**src/design/bts_pkg.sv**
```systemverilog
// Shared types, constants and lerp arithmetic of the bilinear texel sampler.
// No dependencies; used by bts_filter, the top level, the checker and the testbench.
`default_nettype none

package bts_pkg;

   // Default of the largest texture side, as log2
   localparam int MAX_SIDE_LOG2_DEF = 8;

   // Configuration port
   localparam int CSR_ADDR_W = 1;
   localparam int CSR_DATA_W = 4;
   localparam logic [CSR_ADDR_W-1:0] CSR_WIDTH_LOG2  = 1'b0;
   localparam logic [CSR_ADDR_W-1:0] CSR_HEIGHT_LOG2 = 1'b1;
   localparam logic [CSR_DATA_W-1:0] LOG2_RESET      = 4'd8;

   // Item layout
   localparam int TEXEL_W   = 32;
   localparam int CHAN_W    = 8;
   localparam int NUM_CHAN  = 4;
   localparam int FRAC_W    = 16;
   localparam int REQ_DATA_W = 112;
   localparam int RSP_DATA_W = 32;

   // Mode codes carried in tuser
   localparam logic MODE_WRITE  = 1'b0;
   localparam logic MODE_SAMPLE = 1'b1;

   typedef logic [CHAN_W-1:0] chan_type;
   typedef logic signed [24:0] prod_type;

   // Stage-1 control handed to the filter
   typedef struct packed {
      logic                valid;
      logic [FRAC_W-1:0]   frac_x;
      logic [FRAC_W-1:0]   frac_y;
   } samp_ctl_type;

   // (e - s) * f, 9-bit signed difference times unsigned 16-bit fraction
   function automatic prod_type lerp_prod(input chan_type s, input chan_type e,
                                          input logic [FRAC_W-1:0] f);
      logic signed [8:0]  d;
      logic signed [16:0] fs;
      logic signed [25:0] p;
      d  = $signed({1'b0, e}) - $signed({1'b0, s});
      fs = $signed({1'b0, f});
      p  = d * fs;
      return $signed(p[24:0]);
   endfunction

   // s + trunc_toward_zero(p / 65536), modulo 256
   function automatic chan_type lerp_finish(input chan_type s, input prod_type p);
      prod_type pb;
      pb = p + (p[24] ? 25'sd65535 : 25'sd0);
      return s + pb[23:16];
   endfunction

endpackage

`default_nettype wire

```
**src/design/bts_filter.sv**
```systemverilog
// Bilinear filter pipeline: horizontal products, horizontal/vertical lerp, output register.
// Depends on bts_pkg for the lerp functions and the stage-1 control struct.
`default_nettype none

module bts_filter (
   input  wire logic                          clock,
   input  wire logic                          reset,
   input  wire bts_pkg::samp_ctl_type         ctl,
   input  wire logic [bts_pkg::TEXEL_W-1:0]   p00,
   input  wire logic [bts_pkg::TEXEL_W-1:0]   p10,
   input  wire logic [bts_pkg::TEXEL_W-1:0]   p01,
   input  wire logic [bts_pkg::TEXEL_W-1:0]   p11,
   output logic                               take,
   output logic                               rsp_tvalid,
   input  wire logic                          rsp_tready,
   output logic [bts_pkg::RSP_DATA_W-1:0]     rsp_tdata
);

   localparam int NC = bts_pkg::NUM_CHAN;
   localparam int CW = bts_pkg::CHAN_W;

   // stage 2: horizontal products
   logic                         v2_ff, v2_in;
   logic [bts_pkg::FRAC_W-1:0]   fy2_ff;
   bts_pkg::chan_type            s_top_ff [NC];
   bts_pkg::chan_type            s_bot_ff [NC];
   bts_pkg::prod_type            p_top_ff [NC];
   bts_pkg::prod_type            p_bot_ff [NC];
   bts_pkg::chan_type            s_top_in [NC];
   bts_pkg::chan_type            s_bot_in [NC];
   bts_pkg::prod_type            p_top_in [NC];
   bts_pkg::prod_type            p_bot_in [NC];

   // stage 3: top row and vertical products
   logic                         v3_ff, v3_in;
   bts_pkg::chan_type            top_ff [NC];
   bts_pkg::prod_type            pv_ff  [NC];
   bts_pkg::chan_type            top_in [NC];
   bts_pkg::prod_type            pv_in  [NC];

   // stage 4: output register
   logic                          rsp_valid_ff, rsp_valid_in;
   logic [bts_pkg::RSP_DATA_W-1:0] rsp_data_ff, rsp_data_in;

   logic en2, en3, en4;

   // stage advance chain; a stage fills whenever it is empty
   assign en4  = !rsp_valid_ff || rsp_tready;
   assign en3  = !v3_ff || en4;
   assign en2  = !v2_ff || en3;
   assign take = en2;

   always_comb begin
      v2_in = ctl.valid;
      for (int k = 0; k < NC; k++) begin
         s_top_in[k] = p00[k*CW +: CW];
         s_bot_in[k] = p01[k*CW +: CW];
         p_top_in[k] = bts_pkg::lerp_prod(p00[k*CW +: CW], p10[k*CW +: CW], ctl.frac_x);
         p_bot_in[k] = bts_pkg::lerp_prod(p01[k*CW +: CW], p11[k*CW +: CW], ctl.frac_x);
      end
   end

   always_comb begin
      bts_pkg::chan_type bot;
      bot   = '0;
      v3_in = v2_ff;
      for (int k = 0; k < NC; k++) begin
         top_in[k] = bts_pkg::lerp_finish(s_top_ff[k], p_top_ff[k]);
         bot       = bts_pkg::lerp_finish(s_bot_ff[k], p_bot_ff[k]);
         pv_in[k]  = bts_pkg::lerp_prod(top_in[k], bot, fy2_ff);
      end
   end

   always_comb begin
      rsp_valid_in = v3_ff;
      for (int k = 0; k < NC; k++) begin
         rsp_data_in[k*CW +: CW] = bts_pkg::lerp_finish(top_ff[k], pv_ff[k]);
      end
   end

   // control
   always_ff @(posedge clock) begin
      if (reset) begin
         v2_ff        <= 1'b0;
         v3_ff        <= 1'b0;
         rsp_valid_ff <= 1'b0;
      end else begin
         if (en2) begin
            v2_ff <= v2_in;
         end
         if (en3) begin
            v3_ff <= v3_in;
         end
         if (en4) begin
            rsp_valid_ff <= rsp_valid_in;
         end
      end
   end

   // payload
   always_ff @(posedge clock) begin
      if (en2) begin
         fy2_ff   <= ctl.frac_y;
         s_top_ff <= s_top_in;
         s_bot_ff <= s_bot_in;
         p_top_ff <= p_top_in;
         p_bot_ff <= p_bot_in;
      end
      if (en3) begin
         top_ff <= top_in;
         pv_ff  <= pv_in;
      end
      if (en4) begin
         rsp_data_ff <= rsp_data_in;
      end
   end

   assign rsp_tvalid = rsp_valid_ff;
   assign rsp_tdata  = rsp_data_ff;

endmodule

`default_nettype wire

```
**config.mk**
```make
export PLATFORM = sky130hd
export DESIGN_NAME = bts_filter
export DESIGN_NICKNAME = d
export VERILOG_FILES = /design/src/design/bts_pkg.sv /design/src/design/bts_filter.sv
export SDC_FILE = /design/constraint.sdc
export NUM_CORES = 2
export LEC_CHECK = 0
export BUFFER_PORTS_ARGS = -buffer_cell sky130_fd_sc_hd__buf_2
export CORE_MARGIN = 8
export CORE_UTILIZATION = 55
export DETAILED_ROUTE_END_ITERATION = 12
export GPL_TIMING_DRIVEN = 0
export PLACE_DENSITY = 0.7
export SLEW_MARGIN = 20
export SYNTH_ARGS = -nofsm -noshare
export SYNTH_HDL_FRONTEND = slang
export SYNTH_SLANG_ARGS = --single-unit
export TNS_END_PERCENT = 5
```
**constraint.sdc**
```tcl
create_clock -name clock -period 10.8 [get_ports clock]
set_input_delay 2.16 -clock clock [delete_from_list [all_inputs] [get_ports clock]]
set_output_delay 2.16 -clock clock [all_outputs]
set_load 0.02 [all_outputs]
```
==> results.cfg <==
[run_status]
run_status = finished clean

[logic_synthesis]
synthCells = 8266
yosys_warnings = 0
dominantRegCellSynth = sky130_fd_sc_hd__edfxtp_1
syn-cell-area_mm2 = 0.0807
synthesized_nets = 10788
postSynth.asyncResetShare = 0
avgSynthCellArea_um2 = 9.77
postSynthRegisterBits = 447
synth_enable_flop_cells = 444
netlist-cell-type-count = 66
seq_area_frac_synth = 0.166

[setup_path]
timing.critical_path.buf_inv = 6
worstSetupEndpointType = register
path_max_fanout = 13
ff2ff_path_depth = 39
start_kind = register
timing.critical_path.max_delay_family = compound AO/OA/AOI/OAI gates
cp.depth = 39
worstSetupPathType = register to register
max_stage_delay_ps = 490
crit_path_top_delay_cell = sky130_fd_sc_hd__fa_1
crit_required_ps = 11240
worst_path_most_repeated_cell = sky130_fd_sc_hd__fa_1
worst-endpoint-arrival_ps = 10800

[placed_design]
io_buffers = 186
dp.final_hpwl_mm = 192
place.gp.congestion = 1.01

[timing]
finalSetupTns_ps = 0
timing.slew.headroom = 0.135
clock_skew_ps = 28.3
slew_viol_final = 0
grt_setup_unrepaired = yes
minimum_period_implied_by_the_final_worst_setup_slack_ps = 10370
final_hold_viol_count = 0
finalSetupViolCount = 0
timing.final.crit_share = 0.960
worst_pin_slew_ps = 1300
max_freq_mhz = 96.5

[clock_tree]
cts-root-to-sink-buffers = 3
hold_buffers = 0
clock_insertion_delay_worst_skew_ps = 720
clk_transition_reported_paths_ps = 60
cts.htree.levels = 2
cts.sink_count = 447
clock_tree_from_tritoncts = yes
cts_inserted_buffers = 55
clock_tree.root_cell = sky130_fd_sc_hd__clkbuf_16

[detailed_routing]
detail_routed_via_count_per_cell = 5.73
dr.pass1.iters = 6
vias = 60357
routedWlPerCell_um = 22.7
drtAntennaViolNets = 0
route.final.wire_length_mm = 239
first_iter_violations = 4303
drt_drc_violations_left = 0

[layout]
n_fill_cell = 12390
multi_input_combinational_cell_area_mm2 = 0.0617
layout.nets = 11077
layout-area-overhead-vs-synth_pct = 7.94
drive_above_1_share = 0.0612
total_area_of_sequential_cells_mm2 = 0.0134

[flow_run]
max_cap_violations = 0

[min_path]
min_delay_path_depth = 2
worstHoldPathType = register to register

[global_route]
grt_first_pass_wirelength_mm = 367
largest_net_degree_at_the_start_of_global_routing = 88
grt_overflow_total = 0
grt_antenna_before_repair = 24
track_usage = 0.303
number_of_global_route_vias_before_repair = 63480

[floorplanning]
std_cell_rows = 140
floorplan.die.height_um = 399
coreArea_mm2 = 0.146
design.portCount = 198
floorplan.initialDensity = 0.554
fp.dieArea_mm2 = 0.159
die_width_um = 399
-- routing by layer --
layer  up-vias  share of wire  global-route usage
li1      27031              -                   -
met1     30041           0.37               0.363
met2      2514           0.46               0.496
met3       763          0.094              0.0786
met4         8          0.074               0.176
met5         -        0.00023                   0
-- worst min-delay path, delay by kind of cell (launching register included) --
family / cells / cell delay, ps
and+or+nand+nor: 2 / 120
DFF: 1 / 320
-- worst paths after layout --
kind | from | to | slack, ps
worst min register to register | rsp_valid_in | rsp_tvalid | 470
worst max register to register | p_top_ff[74] | pv_ff[71] | 430
worst max-delay path | p_top_ff[74] | pv_ff[71] | 430
worst min-delay path | rsp_valid_in | rsp_tvalid | 470
-- kinds of logic (layout without fill, tap and decap cells) --
| group | after synthesis | count (layout) | share of synthesized area |
|---|---|---|---|
| and+or+nand+nor | 2425 | 2425 | 0.155 |
| adders and majority gates | 2358 | 2358 | 0.478 |
| buffers and inverters | 1639 | 1973 | 0.0762 |
| AOI/OAI and AO/OA | 901 | 901 | 0.0711 |
| xor gates and xnor gates | 494 | 494 | 0.0536 |
| DFF | 447 | 447 | 0.166 |
| muxes | 2 | 2 | 0.000248 |
| other | 0 | 21 | 0 |
-- stage by stage --
stage | hold slack (ps) | area [µm²] | setup slack, ps | instances | util
floorplan | 432 | 80700 | 266 | 8266 | -
global placement | 445 | 84100 | -3630 | 10369 | 0.577
detailed placement | 460 | 84500 | -998 | 10385 | 0.580
CTS | 476 | 86600 | 11.6 | 10495 | 0.594
global route | 504 | 87100 | -90.2 | 10521 | 0.598
finish | 468 | 87100 | 434 | 10538 | 0.598
-- synthesized netlist by cell type (13+ instances only) --
cell type	number	area (µm²)
sky130_fd_sc_hd__inv_1	1356	5090
sky130_fd_sc_hd__fa_1	1212	24300
sky130_fd_sc_hd__ha_1	1146	14300
sky130_fd_sc_hd__nand2_1	750	2820
sky130_fd_sc_hd__and2_1	689	4310
sky130_fd_sc_hd__edfxtp_1	444	13300
sky130_fd_sc_hd__xnor2_1	350	3070
sky130_fd_sc_hd__a21oi_1	307	1540
sky130_fd_sc_hd__nand2b_1	287	1800
sky130_fd_sc_hd__clkbuf_1	283	1060
sky130_fd_sc_hd__nor2_1	263	987
sky130_fd_sc_hd__o21ai_0	167	836
sky130_fd_sc_hd__a21o_1	157	1180
sky130_fd_sc_hd__xor2_1	144	1260
sky130_fd_sc_hd__nor2b_1	95	594
sky130_fd_sc_hd__nand3_1	84	420
sky130_fd_sc_hd__nor3_1	72	360
sky130_fd_sc_hd__or2_2	71	444
sky130_fd_sc_hd__o21a_1	46	345
sky130_fd_sc_hd__o21bai_1	42	315
sky130_fd_sc_hd__nand4_1	34	213
sky130_fd_sc_hd__a211oi_1	28	210
sky130_fd_sc_hd__and3_1	27	169
sky130_fd_sc_hd__a31oi_1	18	113
sky130_fd_sc_hd__o211ai_1	18	135
sky130_fd_sc_hd__a2111oi_0	17	149
sky130_fd_sc_hd__or3_1	16	100
sky130_fd_sc_hd__a31o_2	13	114
sky130_fd_sc_hd__nor4_1	13	81.3
-- final cells by class --
type                            count  share of cell area
Antenna cell                       21            0.000603
Buffer                            282              0.0127
Clock buffer                       62              0.0161
Clock inverter                     40             0.00511
Inverter                         1356              0.0585
Multi-Input combinational cell   6180               0.709
Sequential cell                   447               0.154
Tap cell                         1917              0.0275
Timing Repair Buffer              233              0.0170
-- cell usage in the layout (no fill, tap or decap), types with 18 or more instances in the layout --
| master | Yosys | final |
|---|---|---|
| sky130_fd_sc_hd__a211oi_1 | 28 | 28 |
| sky130_fd_sc_hd__a21o_1 | 157 | 157 |
| sky130_fd_sc_hd__a21oi_1 | 307 | 298 |
| sky130_fd_sc_hd__a31oi_1 | 18 | 18 |
| sky130_fd_sc_hd__and2_1 | 689 | 689 |
| sky130_fd_sc_hd__and3_1 | 27 | 27 |
| sky130_fd_sc_hd__buf_2 | 0 | 190 |
| sky130_fd_sc_hd__buf_4 | 0 | 31 |
| sky130_fd_sc_hd__clkbuf_1 | 283 | 254 |
| sky130_fd_sc_hd__clkbuf_16 | 0 | 55 |
| sky130_fd_sc_hd__clkbuf_2 | 0 | 32 |
| sky130_fd_sc_hd__diode_2 | 0 | 21 |
| sky130_fd_sc_hd__edfxtp_1 | 444 | 444 |
| sky130_fd_sc_hd__fa_1 | 1212 | 1210 |
| sky130_fd_sc_hd__ha_1 | 1146 | 1146 |
| sky130_fd_sc_hd__inv_1 | 1356 | 1354 |
| sky130_fd_sc_hd__nand2_1 | 750 | 749 |
| sky130_fd_sc_hd__nand2b_1 | 287 | 286 |
| sky130_fd_sc_hd__nand3_1 | 84 | 84 |
| sky130_fd_sc_hd__nand4_1 | 34 | 34 |
| sky130_fd_sc_hd__nor2_1 | 263 | 262 |
| sky130_fd_sc_hd__nor2b_1 | 95 | 95 |
| sky130_fd_sc_hd__nor3_1 | 72 | 67 |
| sky130_fd_sc_hd__o211ai_1 | 18 | 18 |
| sky130_fd_sc_hd__o21a_1 | 46 | 46 |
| sky130_fd_sc_hd__o21ai_0 | 167 | 163 |
| sky130_fd_sc_hd__o21bai_1 | 42 | 42 |
| sky130_fd_sc_hd__or2_2 | 71 | 71 |
| sky130_fd_sc_hd__xnor2_1 | 350 | 327 |
| sky130_fd_sc_hd__xnor2_2 | 0 | 19 |
| sky130_fd_sc_hd__xor2_1 | 144 | 127 |
-- flip-flops by register name (all words and copies together), names as in the netlist --
name,flops
fy2_ff,16
p_bot_ff,100
p_top_ff,100
pv_ff,100
rsp_tdata,32
rsp_tvalid,1
rsp_valid_in,1
s_bot_ff,32
s_top_ff,32
top_ff,32
v2_ff,1
-- repair_timing --
item / 4_1_cts / 5_1_grt
buffers inserted: 9 / 22
resized for setup: 28 / 67
pin swaps: 2 / 10
setup endpoints to repair: 32 / 31
Power is left out: the tool's default activity adds up to more than one toggle a clock period on the data nets, which glitch-free logic cannot reach.
